[src/rgb_to_hsv_converter_assert.svh]
// Assertion macros for the RGB to HSV converter.
// Expects the including module to have the ports aclk and aresetn.
`ifndef RGB_TO_HSV_CONVERTER_ASSERT_SVH
`define RGB_TO_HSV_CONVERTER_ASSERT_SVH

// General form: explicit clock and active-low reset.
`define RHC_ASSERT_CLK(label, clk, rstn, prop, msg) \
    label: assert property (@(posedge clk) disable iff (!rstn) prop) else $error(msg);

// Short form on the block's own clock and reset.
`define RHC_ASSERT(label, prop, msg) \
    `RHC_ASSERT_CLK(label, aclk, aresetn, prop, msg)

`endif

[src/rhc_pkg.sv]
// Package for the RGB to HSV converter: widths, pipeline sizing and types.
// Used by rgb_to_hsv_converter; depends on nothing.
`default_nettype none
package rhc_pkg;

    localparam int HUE_BITS        = 16;
    localparam int CH_W            = 8;
    localparam int HUE_OUT_W       = 16;
    localparam int HDIV_W          = 11;  // holds 6 * 255
    localparam int SAT_BITS        = 8;
    localparam int STEPS_PER_STAGE = 2;
    localparam int DIV_STAGES      = (HUE_BITS + STEPS_PER_STAGE - 1) / STEPS_PER_STAGE;

    typedef enum logic [1:0] {
        SECT_RED   = 2'd0,
        SECT_GREEN = 2'd1,
        SECT_BLUE  = 2'd2
    } sector_t;

    // First stage: extremes and the sector of the hue.
    typedef struct packed {
        logic [CH_W-1:0]        value;
        logic [CH_W-1:0]        delta;
        sector_t                sector;
        logic signed [CH_W:0]   diff;
    } pre_t;

    // Divider stages: partial remainders and quotients of both divisions.
    typedef struct packed {
        logic [HDIV_W-1:0]   hrem;
        logic [HDIV_W-1:0]   hdiv;
        logic [HUE_BITS-1:0] hq;
        logic [CH_W-1:0]     srem;
        logic [CH_W-1:0]     sdiv;
        logic [CH_W-1:0]     slow;
        logic [SAT_BITS-1:0] sq;
        logic [CH_W-1:0]     value;
    } div_t;

endpackage
`default_nettype wire

[src/rgb_to_hsv_converter.sv]
// RGB to HSV converter, pipelined with two restoring-division steps per divider stage; one
// pixel per cycle sustained while the output is not stalled (m_ready held high).
// Reset (aresetn, synchronous, active low) empties the pipeline; payloads are not reset.
// Depends on rhc_pkg and rgb_to_hsv_converter_assert.svh.
`default_nettype none
`include "rgb_to_hsv_converter_assert.svh"
module rgb_to_hsv_converter (
    input  wire logic                         aclk,
    input  wire logic                         aresetn,
    input  wire logic                         s_valid,
    output logic                              s_ready,
    input  wire logic [rhc_pkg::CH_W-1:0]     s_red_in,
    input  wire logic [rhc_pkg::CH_W-1:0]     s_green_in,
    input  wire logic [rhc_pkg::CH_W-1:0]     s_blue_in,
    output logic                              m_valid,
    input  wire logic                         m_ready,
    output logic [rhc_pkg::HUE_OUT_W-1:0]     m_hue_out,
    output logic [rhc_pkg::CH_W-1:0]          m_saturation_out,
    output logic [rhc_pkg::CH_W-1:0]          m_value_out
);
    import rhc_pkg::*;

    // The pipeline is a chain of registered stages, each with its own valid bit.
    // Stage one finds the largest and smallest channel and the hue sector.
    // Stage two forms the hue numerator and divisor and the saturation dividend.
    // Then DIV_STAGES divider stages each retire two quotient bits of the hue
    // division, and, over the first stages, two bits of the saturation division.
    // A stage takes a new beat whenever it is empty or its successor takes its
    // beat, so bubbles close up and a stalled output holds everything behind it.

    pre_t             pre_reg,  pre_next;
    logic             pre_valid_reg;
    div_t             dv_reg    [0:DIV_STAGES];
    div_t             dv_next   [0:DIV_STAGES];
    logic             dv_valid_reg [0:DIV_STAGES];
    logic             dv_ready  [0:DIV_STAGES];
    logic             pre_ready;

    // Ready chain, from the output back to the input.
    assign dv_ready[DIV_STAGES] = !dv_valid_reg[DIV_STAGES] || m_ready;
    for (genvar k = 0; k < DIV_STAGES; k++) begin : g_ready
        assign dv_ready[k] = !dv_valid_reg[k] || dv_ready[k+1];
    end
    assign pre_ready = !pre_valid_reg || dv_ready[0];
    assign s_ready   = pre_ready;

    // Stage one: maximum, minimum, sector and signed channel difference.
    // Ties for the maximum go to red, then to green.
    always_comb begin
        logic [CH_W-1:0] mx;
        logic [CH_W-1:0] mn;
        mx = s_red_in;
        if (s_green_in > mx) mx = s_green_in;
        if (s_blue_in > mx)  mx = s_blue_in;
        mn = s_red_in;
        if (s_green_in < mn) mn = s_green_in;
        if (s_blue_in < mn)  mn = s_blue_in;
        pre_next.value = mx;
        pre_next.delta = mx - mn;
        priority if (mx == s_red_in) begin
            pre_next.sector = SECT_RED;
            pre_next.diff   = $signed({1'b0, s_green_in}) - $signed({1'b0, s_blue_in});
        end else if (mx == s_green_in) begin
            pre_next.sector = SECT_GREEN;
            pre_next.diff   = $signed({1'b0, s_blue_in}) - $signed({1'b0, s_red_in});
        end else begin
            pre_next.sector = SECT_BLUE;
            pre_next.diff   = $signed({1'b0, s_red_in}) - $signed({1'b0, s_green_in});
        end
    end

    // Stage two: the hue numerator is base * delta + diff, wrapped into
    // [0, 6 * delta); only the red sector can go negative. A grey or black
    // pixel gets hue divisor one and zero dividends, so its quotients come out 0.
    always_comb begin
        logic [HDIV_W-1:0] six_delta;
        logic [HDIV_W-2:0] base;
        logic [HDIV_W:0]   sum;
        logic [2*CH_W-1:0] sdvd;
        six_delta = {1'b0, pre_reg.delta, 2'b00} + {2'b00, pre_reg.delta, 1'b0};
        unique case (pre_reg.sector)
            SECT_RED:   base = '0;
            SECT_GREEN: base = {1'b0, pre_reg.delta, 1'b0};
            SECT_BLUE:  base = {pre_reg.delta, 2'b00};
            default:    base = '0;
        endcase
        sum = {2'b00, base} + {{(HDIV_W-CH_W){pre_reg.diff[CH_W]}}, pre_reg.diff};
        if (sum[HDIV_W]) begin
            sum = sum + {1'b0, six_delta};
        end
        sdvd = {pre_reg.delta, {CH_W{1'b0}}} - {{CH_W{1'b0}}, pre_reg.delta};
        dv_next[0].hrem  = sum[HDIV_W-1:0];
        dv_next[0].hdiv  = (pre_reg.delta == '0) ? HDIV_W'(1) : six_delta;
        dv_next[0].hq    = '0;
        // 255 * delta / 256 is below delta, so the top byte is a valid first remainder.
        dv_next[0].srem  = sdvd[2*CH_W-1:CH_W];
        dv_next[0].slow  = sdvd[CH_W-1:0];
        dv_next[0].sdiv  = (pre_reg.value == '0) ? CH_W'(1) : pre_reg.value;
        dv_next[0].sq    = '0;
        dv_next[0].value = pre_reg.value;
    end

    // Divider stages: restoring division, two steps each.
    for (genvar k = 0; k < DIV_STAGES; k++) begin : g_div
        always_comb begin
            div_t            d;
            logic [HDIV_W:0] ht;
            logic [CH_W:0]   st;
            d = dv_reg[k];
            for (int j = 0; j < STEPS_PER_STAGE; j++) begin
                if (k * STEPS_PER_STAGE + j < HUE_BITS) begin
                    ht = {d.hrem, 1'b0};
                    if (ht >= {1'b0, d.hdiv}) begin
                        ht   = ht - {1'b0, d.hdiv};
                        d.hq = {d.hq[HUE_BITS-2:0], 1'b1};
                    end else begin
                        d.hq = {d.hq[HUE_BITS-2:0], 1'b0};
                    end
                    d.hrem = ht[HDIV_W-1:0];
                end
                if (k * STEPS_PER_STAGE + j < SAT_BITS) begin
                    st     = {d.srem, d.slow[CH_W-1]};
                    d.slow = {d.slow[CH_W-2:0], 1'b0};
                    if (st >= {1'b0, d.sdiv}) begin
                        st   = st - {1'b0, d.sdiv};
                        d.sq = {d.sq[SAT_BITS-2:0], 1'b1};
                    end else begin
                        d.sq = {d.sq[SAT_BITS-2:0], 1'b0};
                    end
                    d.srem = st[CH_W-1:0];
                end
            end
            dv_next[k+1] = d;
        end
    end

    // Valid bits.
    always_ff @(posedge aclk) begin
        if (!aresetn) begin
            pre_valid_reg <= 1'b0;
            for (int k = 0; k <= DIV_STAGES; k++) begin
                dv_valid_reg[k] <= 1'b0;
            end
        end else begin
            if (pre_ready) pre_valid_reg <= s_valid;
            if (dv_ready[0]) dv_valid_reg[0] <= pre_valid_reg;
            for (int k = 0; k < DIV_STAGES; k++) begin
                if (dv_ready[k+1]) dv_valid_reg[k+1] <= dv_valid_reg[k];
            end
        end
    end

    // Payload registers load only when a beat moves in.
    always_ff @(posedge aclk) begin
        if (pre_ready && s_valid) pre_reg <= pre_next;
        if (dv_ready[0] && pre_valid_reg) dv_reg[0] <= dv_next[0];
        for (int k = 0; k < DIV_STAGES; k++) begin
            if (dv_ready[k+1] && dv_valid_reg[k]) dv_reg[k+1] <= dv_next[k+1];
        end
    end

    // Output stage; a hue wider than the port keeps its low bits.
    assign m_valid          = dv_valid_reg[DIV_STAGES];
    assign m_hue_out        = HUE_OUT_W'(dv_reg[DIV_STAGES].hq);
    assign m_saturation_out = dv_reg[DIV_STAGES].sq;
    assign m_value_out      = dv_reg[DIV_STAGES].value;

    // A free output slot lets every stage move, so the input must be open.
    `RHC_ASSERT(a_ready_chain, m_ready |-> s_ready, "input stalled while output is free")
    // A black pixel has neither saturation nor hue.
    `RHC_ASSERT(a_black, (m_valid && m_value_out == '0) |-> (m_saturation_out == '0 && m_hue_out == '0), "black pixel with colour")
    // Zero saturation means a grey pixel, whose hue is zero.
    `RHC_ASSERT(a_grey, (m_valid && m_saturation_out == '0) |-> (m_hue_out == '0), "grey pixel with hue")

endmodule
`default_nettype wire
[config.mk]
export PLATFORM = sky130hd
export DESIGN_NAME = rgb_to_hsv_converter
export DESIGN_NICKNAME = d
export VERILOG_FILES = /design/src/rhc_pkg.sv /design/src/rgb_to_hsv_converter.sv
export VERILOG_INCLUDE_DIRS = /design/src /design/src/src
export SDC_FILE = /design/constraint.sdc
export NUM_CORES = 1
export LEC_CHECK = 0
export BUFFER_PORTS_ARGS = -buffer_cell sky130_fd_sc_hd__buf_4
export CORE_MARGIN = 3
export CORE_UTILIZATION = 60
export CTS_BUF_LIST = sky130_fd_sc_hd__clkbuf_8
export CTS_CLUSTER_SIZE = 8
export DETAILED_ROUTE_END_ITERATION = 8
export PLACE_DENSITY = 0.77
export REMOVE_ABC_BUFFERS = 1
export SLEW_MARGIN = 5
export SYNTH_ARGS = -nofsm -noshare
export SYNTH_HDL_FRONTEND = slang
export SYNTH_SLANG_ARGS = --single-unit
[constraint.sdc]
create_clock -name aclk -period 9.86 [get_ports aclk]
set_input_delay 0.986 -clock aclk [delete_from_list [all_inputs] [get_ports aclk]]
set_output_delay 0.986 -clock aclk [all_outputs]
set_load 0.005 [all_outputs]
# Word-level counts from Yosys, hierarchy flattened
# Memories as Yosys holds them, arrays and structs flattened.
# Cells that the tools add are included.
# op_classes
bitwise_logic	9
n_eq_ne	4
add_sub_neg	32
order_cmp	28
n_mux	113
reduce_logical	32
# op_table
cell	count
two-way mux 11 bit	19
>= comparator 12 x 11 -> 1 bit	16
subtractor 11 bit	16
two-way mux 8 bit	13
two-way mux 1 bit	79
>= comparator 9 x 8 -> 1 bit	8
subtractor 8 bit	9
subtractor 8 x 8 -> 9 bit	3
case mux 10 bit (2 select lines)	1
equality test 8 bit	2
greater-than comparator 8 bit	2
zero test 8 bit	2
< comparator 8 bit	2
subtractor 16 x 8 -> 16 bit	1
adder 11 x 9 -> 12 bit	1
adder 10 x 9 -> 11 bit	1
adder 11 bit	1
logical AND 1 bit	10
zero test 1 bit	10
logical OR 1 bit	10
two-way mux 9 bit	1
OR 1 bit	9
equality test 2 x 1 -> 1 bit, second input constant	1
equality test 2 bit, second input constant	1
# totals
mem_count	2
in_bits	28
word_cells	225
ramBits	711
out_inout_bits	34
reg_bits	28
# memory_table
name	depth	width	read_ports	rd_ports_with_merged_regs	wr	line	source
dv_reg	9	78	9	0	9	rgb_to_hsv_converter.sv:33	div_t dv_reg [0:DIV_STAGES];
dv_valid_reg	9	1	9	0	9	rgb_to_hsv_converter.sv:35	logic dv_valid_reg [0:DIV_STAGES];

# Depth between registers and ports, before layout
# An unclocked memory read counts as a cell.
# logic_depth
word_depth	15
mapped_depth	27
ltp_nobuf	25

# Worst setup path after synthesis
# OpenSTA, ideal clock, no wires.
# synth_path
path_kind	in2reg
from	input s_green_in[2] in the netlist's numbering
to	register pre_reg[17] in the netlist's numbering, data pin
path_buffers	2
required_ps	9598
setup_ps	262
setup_slack_ps	3683
arrival_ps	5915
stages	24
path_cell_list	clkbuf_1 -> inv_1 -> ha_1 -> and3b_1 -> o211a_4 -> nor3_4 -> clkbuf_1 -> nand2_1 -> o21ai_0 -> inv_1 -> ha_1 -> and4_1 -> nand4_1 -> nor4_1 -> a211oi_2 -> o31a_2 -> nor2_4 -> mux2i_2 -> ha_1 -> o21ai_0 -> o21a_1 -> maj3_1 -> o21bai_1 -> xor2_1
# synth_lines
element	line	source
from (decl)	rgb_to_hsv_converter.sv:13	input wire logic [rhc_pkg::CH_W-1:0] s_green_in,
to (signal assigned)	rgb_to_hsv_converter.sv:155	if (pre_ready && s_valid) pre_reg <= pre_next;
to (decl)	rgb_to_hsv_converter.sv:31	pre_t pre_reg, pre_next;

==> load_flow_metrics.sql <==
INSERT INTO impl_metrics (metric_group, metric, value, unit) VALUES
('grt', 'antenna_found_initial', '0', ''),
('clock_tree', 'post-cts-setup-buffers', '0', ''),
('final_layout', 'number_of_flip_flops_under_the_largest_register_name', '456', ''),
('placed_design', 'placement.io_buffers', '61', ''),
('logic_synthesis', 'syn_area', '30800', 'µm²'),
('grt', 'via_count_of_the_first_global_routing_pass', '20700', ''),
('worst_setup_path', 'cpLargestDelayFamily', 'compound AO/OA/AOI/OAI gates', ''),
('die', 'dieHeight', '233', 'µm'),
('drt', 'dr.pass1.iters', '5', ''),
('drt', 'drtAntennaViolNets', '0', ''),
('grt', 'grt_use_total', '23.1', '%'),
('timing', 'worst_hold_slack', '0.386', 'ns'),
('clock_tree', 'cts_tree', 'built', ''),
('flow_run', 'max_cap_violation_count', '0', ''),
('drt', 'vias_per_cell', '5.74', ''),
('clock_tree', 'cts.reportedPaths.clkPinSlew', '0.06', 'ns'),
('timing', 'worstMarginPinSlew', '1.14', 'ns'),
('placed_design', 'placed_cells_incl_taps', '3433', ''),
('worst_setup_path', 'critical_path.n_buffers_inverters', '1', ''),
('logic_synthesis', 'synthDominantCellAreaShare', '48.0', '%'),
('timing', 'worst_rel_slew_slack', '23.7', '%'),
('worst_setup_path', 'cp.arrival', '7.25', 'ns'),
('min_path', 'worst_hold_path_type', 'reg2reg', ''),
('clock_tree', 'cts.sinks', '493', ''),
('worst_setup_path', 'crit_path_cells', 'inv_1 -> fa_1 -> a21o_1 -> a21oi_1 -> o21ai_0 -> a21oi_1 -> o21ai_0 -> a21o_1 -> a41oi_1 -> nor2b_1 -> mux2_2 -> ha_1 -> a21o_1 -> a21oi_1 -> o21ai_0 -> a21o_1 -> a21o_1 -> a21oi_1 -> o21ai_0 -> a21oi_1 -> mux2_2', ''),
('logic_synthesis', 'synthCells', '2761', ''),
('die', 'die_x', '233', 'µm'),
('power', 'vdd_ir_drop_max', '0.000207', 'V'),
('final_layout', 'n_fill_cell', '3682', ''),
('clock_tree', 'cts.root.buffer_cell', 'clkbuf_8', ''),
('die', 'rows', '82', ''),
('timing', 'finalHoldViolations', '0', ''),
('drt', 'post_route_drc', '0', ''),
('worst_setup_path', 'critical_path.endpoint_type', 'register', ''),
('final_layout', 'layout_area_growth_over_synthesis', '8.19', '%'),
('final_layout', 'post_route_cells_drive_above_1_share', '11.2', '%'),
('timing', 'grt_setup_unrepaired', 'no', ''),
('drt', 'route.detailed.wl_per_inst', '17.5', 'µm'),
('logic_synthesis', 'yosysSeqAreaShare', '48.1', '%'),
('clock_tree', 'postCtsHoldBufs', '0', ''),
('logic_synthesis', 'synth_ff_type', 'edfxtp_1', ''),
('die', 'design.portCount', '62', ''),
('final_layout', 'filler_free_cell_count_of_the_finished_design', '3571', ''),
('grt', 'largest_net_degree_at_the_start_of_global_routing', '61', ''),
('worst_setup_path', 'slowest_stage', 'nor2b_1', ''),
('power', 'p_per_area', '220', 'nW/µm²'),
('logic_synthesis', 'yosys.cell_types.count', '69', ''),
('worst_setup_path', 'critical_path.max_fanout', '13', ''),
('die', 'initial_core_utilization', '61.1', '%'),
('outcome', 'status', 'finished clean', ''),
('timing', 'min_period_over_period', '69.4', '%'),
('power', 'power.static_leakage', '13.8', 'nW'),
('die', 'floorplan.core_area', '50400', 'µm²'),
('die', 'floorplan.die_area', '54100', 'µm²'),
('grt', 'first_pass_grt_wire_length', '101000', 'µm'),
('worst_setup_path', 'worst_setup_path_start_kind', 'register', ''),
('clock_tree', 'ctsHtreeMaxLevel', '3', ''),
('final_layout', 'ant_diodes', '0', ''),
('clock_tree', 'clock_path_buffers', '3', ''),
('placed_design', 'dp_hpwl', '48100', 'µm'),
('clock_tree', 'clkLatencyLatePin', '0.70', 'ns'),
('logic_synthesis', 'syn_avg_cell_area', '11.1', 'µm²'),
('timing', 'timing.fmax', '146', 'MHz'),
('drt', 'route.final.wire_length', '62400', 'µm'),
('worst_setup_path', 'worst_path_max_stage_delay', '0.86', 'ns'),
('timing', 'fin_setup_tns', '0', 'ns'),
('drt', 'detailedRoute.firstIterationViolations', '1112', ''),
('logic_synthesis', 'synth-edff-count', '492', ''),
('clock_tree', 'cts_buffers', '83', ''),
('final_layout', 'finalNetCount', '3205', ''),
('logic_synthesis', 'yosysWarnings', '0', '');
[power by group]
part / leakage, nW / switching, mW / internal [mW]
Combinational: 8.47 / 1.66 / 1.35
Clock: 0.810 / 0.806 / 0.793
Sequential: 4.54 / 0.109 / 2.60
Total: 13.8 / 2.58 / 4.74
[metal layers]
layer,vias up,track usage [%],part of all wire (%)
li1,10100,-,-
met1,9790,29.5,44
met2,507,40.0,48
met3,116,3.93,5.0
met4,0,7.93,2.7
met5,-,0,0
[cells by family (layout without fill, tap and decap cells)]
| family | after synthesis | after routing | share of synthesized area [%] |
|---|---|---|---|
| compound gates | 596 | 596 | 12.0 |
| xor+xnor | 183 | 183 | 5.21 |
| fa+ha+maj | 332 | 332 | 14.0 |
| buf+inv | 409 | 547 | 5.40 |
| flops | 493 | 493 | 48.1 |
| simple gates | 586 | 586 | 9.48 |
| mux | 162 | 162 | 5.87 |
[cell type report]
class                      instances  area (µm²)  share of cell area, %
tap                              672         841                   2.52
inverter                         332        1250                   3.74
clock inverter                    55         288                  0.864
timing repair buffer              77         578                   1.74
clock buffer                      83        1140                   3.43
multi-input combinational       1859       14400                   43.3
sequential                       493       14800                   44.4
[worst reg2reg max path: stages, from the launching register on]
cell and delay [ns]:
edfxtp_1 0.50, inv_1 0.18, fa_1 0.48, a21o_1 0.17, a21oi_1 0.21, o21ai_0 0.11, a21oi_1 0.22, o21ai_0 0.11
a21o_1 0.22, a41oi_1 0.24, nor2b_1 0.86, mux2_2 0.44, ha_1 0.34, a21o_1 0.18, a21oi_1 0.23, o21ai_0 0.11
a21o_1 0.21, a21o_1 0.18, a21oi_1 0.24, o21ai_0 0.21, a21oi_1 0.71, mux2_2 0.41
[per-stage QoR]
step | utilization [%] | worst slack (ns) | area (µm²) | total power [mW]
CTS | 66.1 | 3.10 | 33300 | 7.33
floorplan | - | 3.72 | 30400 | 5.00
finish | 66.1 | 3.02 | 33300 | 7.32
global placement | 63.3 | 2.48 | 31900 | 5.58
detailed placement | 63.3 | 2.40 | 31900 | 5.70
global route | 66.1 | 2.53 | 33300 | 7.80
[path summary, 6_finish.rpt]
check / start / endpoint / slack [ns] / depth (start not counted)
max: dv_reg[0][134] / dv_reg[0][231] / 3.02 / 21
min: dv_reg[0][432] / dv_reg[0][512] / 0.39 / 0
max reg2reg: dv_reg[0][134] / dv_reg[0][231] / 3.02 / 21
min reg2reg: dv_reg[0][432] / dv_reg[0][512] / 0.39 / 0
[placed cells by master, fill, tap and decap left out, types with 7 or more instances in the layout]
cell type  netlist  routed
edfxtp_1       492     492
and2_1          32      30
a21boi_0        39      36
nand2b_1        40      40
buf_4           34      77
clkbuf_8         0      83
o21bai_1        23      23
o211ai_1         7       7
mux2_2         119     119
nand3_1         45      45
nor4_1          10      10
nor2b_1         49      46
fa_1            21      21
and3_1          27      27
ha_1           310     310
xnor2_1        130     130
a31oi_1         11       9
mux2i_1         36      36
nand4_1         47      47
a21oi_1        166     166
a21o_1          66      66
o31ai_1         30      30
nand2_1        128     128
a2111oi_0        7       7
o21ai_0        187     187
o21a_1           8       8
clkinv_1         0      21
inv_1          332     353
nor2_1         167     167
a41oi_1         11      11
a22oi_1          7       7
xor2_1          53      53
o211a_1          8       8
nor3_1          12      12
[synth_stat cells, drive strengths merged (6+ instances only)]
cell and instances:
a2111oi 8, and3 27, and2 32, a21boi 40, nand2b 40, mux2i 40, nor2 168, inv 332
clkbuf 43, a22oi 7, ha 310, a21oi 166, nor3 13, a31oi 12, a21o 66, o211ai 7
nand3 46, o211a 9, fa 21, nor4 11, xor2 53, nand4 47, edfxtp 492, nand2 128
o31ai 30, nor2b 49, xnor2 130, o21ai 187, o21a 8, o21bai 23, a211oi 6, a41oi 11
buf 34, mux2 122
No activity file was read; power rests on OpenSTA's default activity.
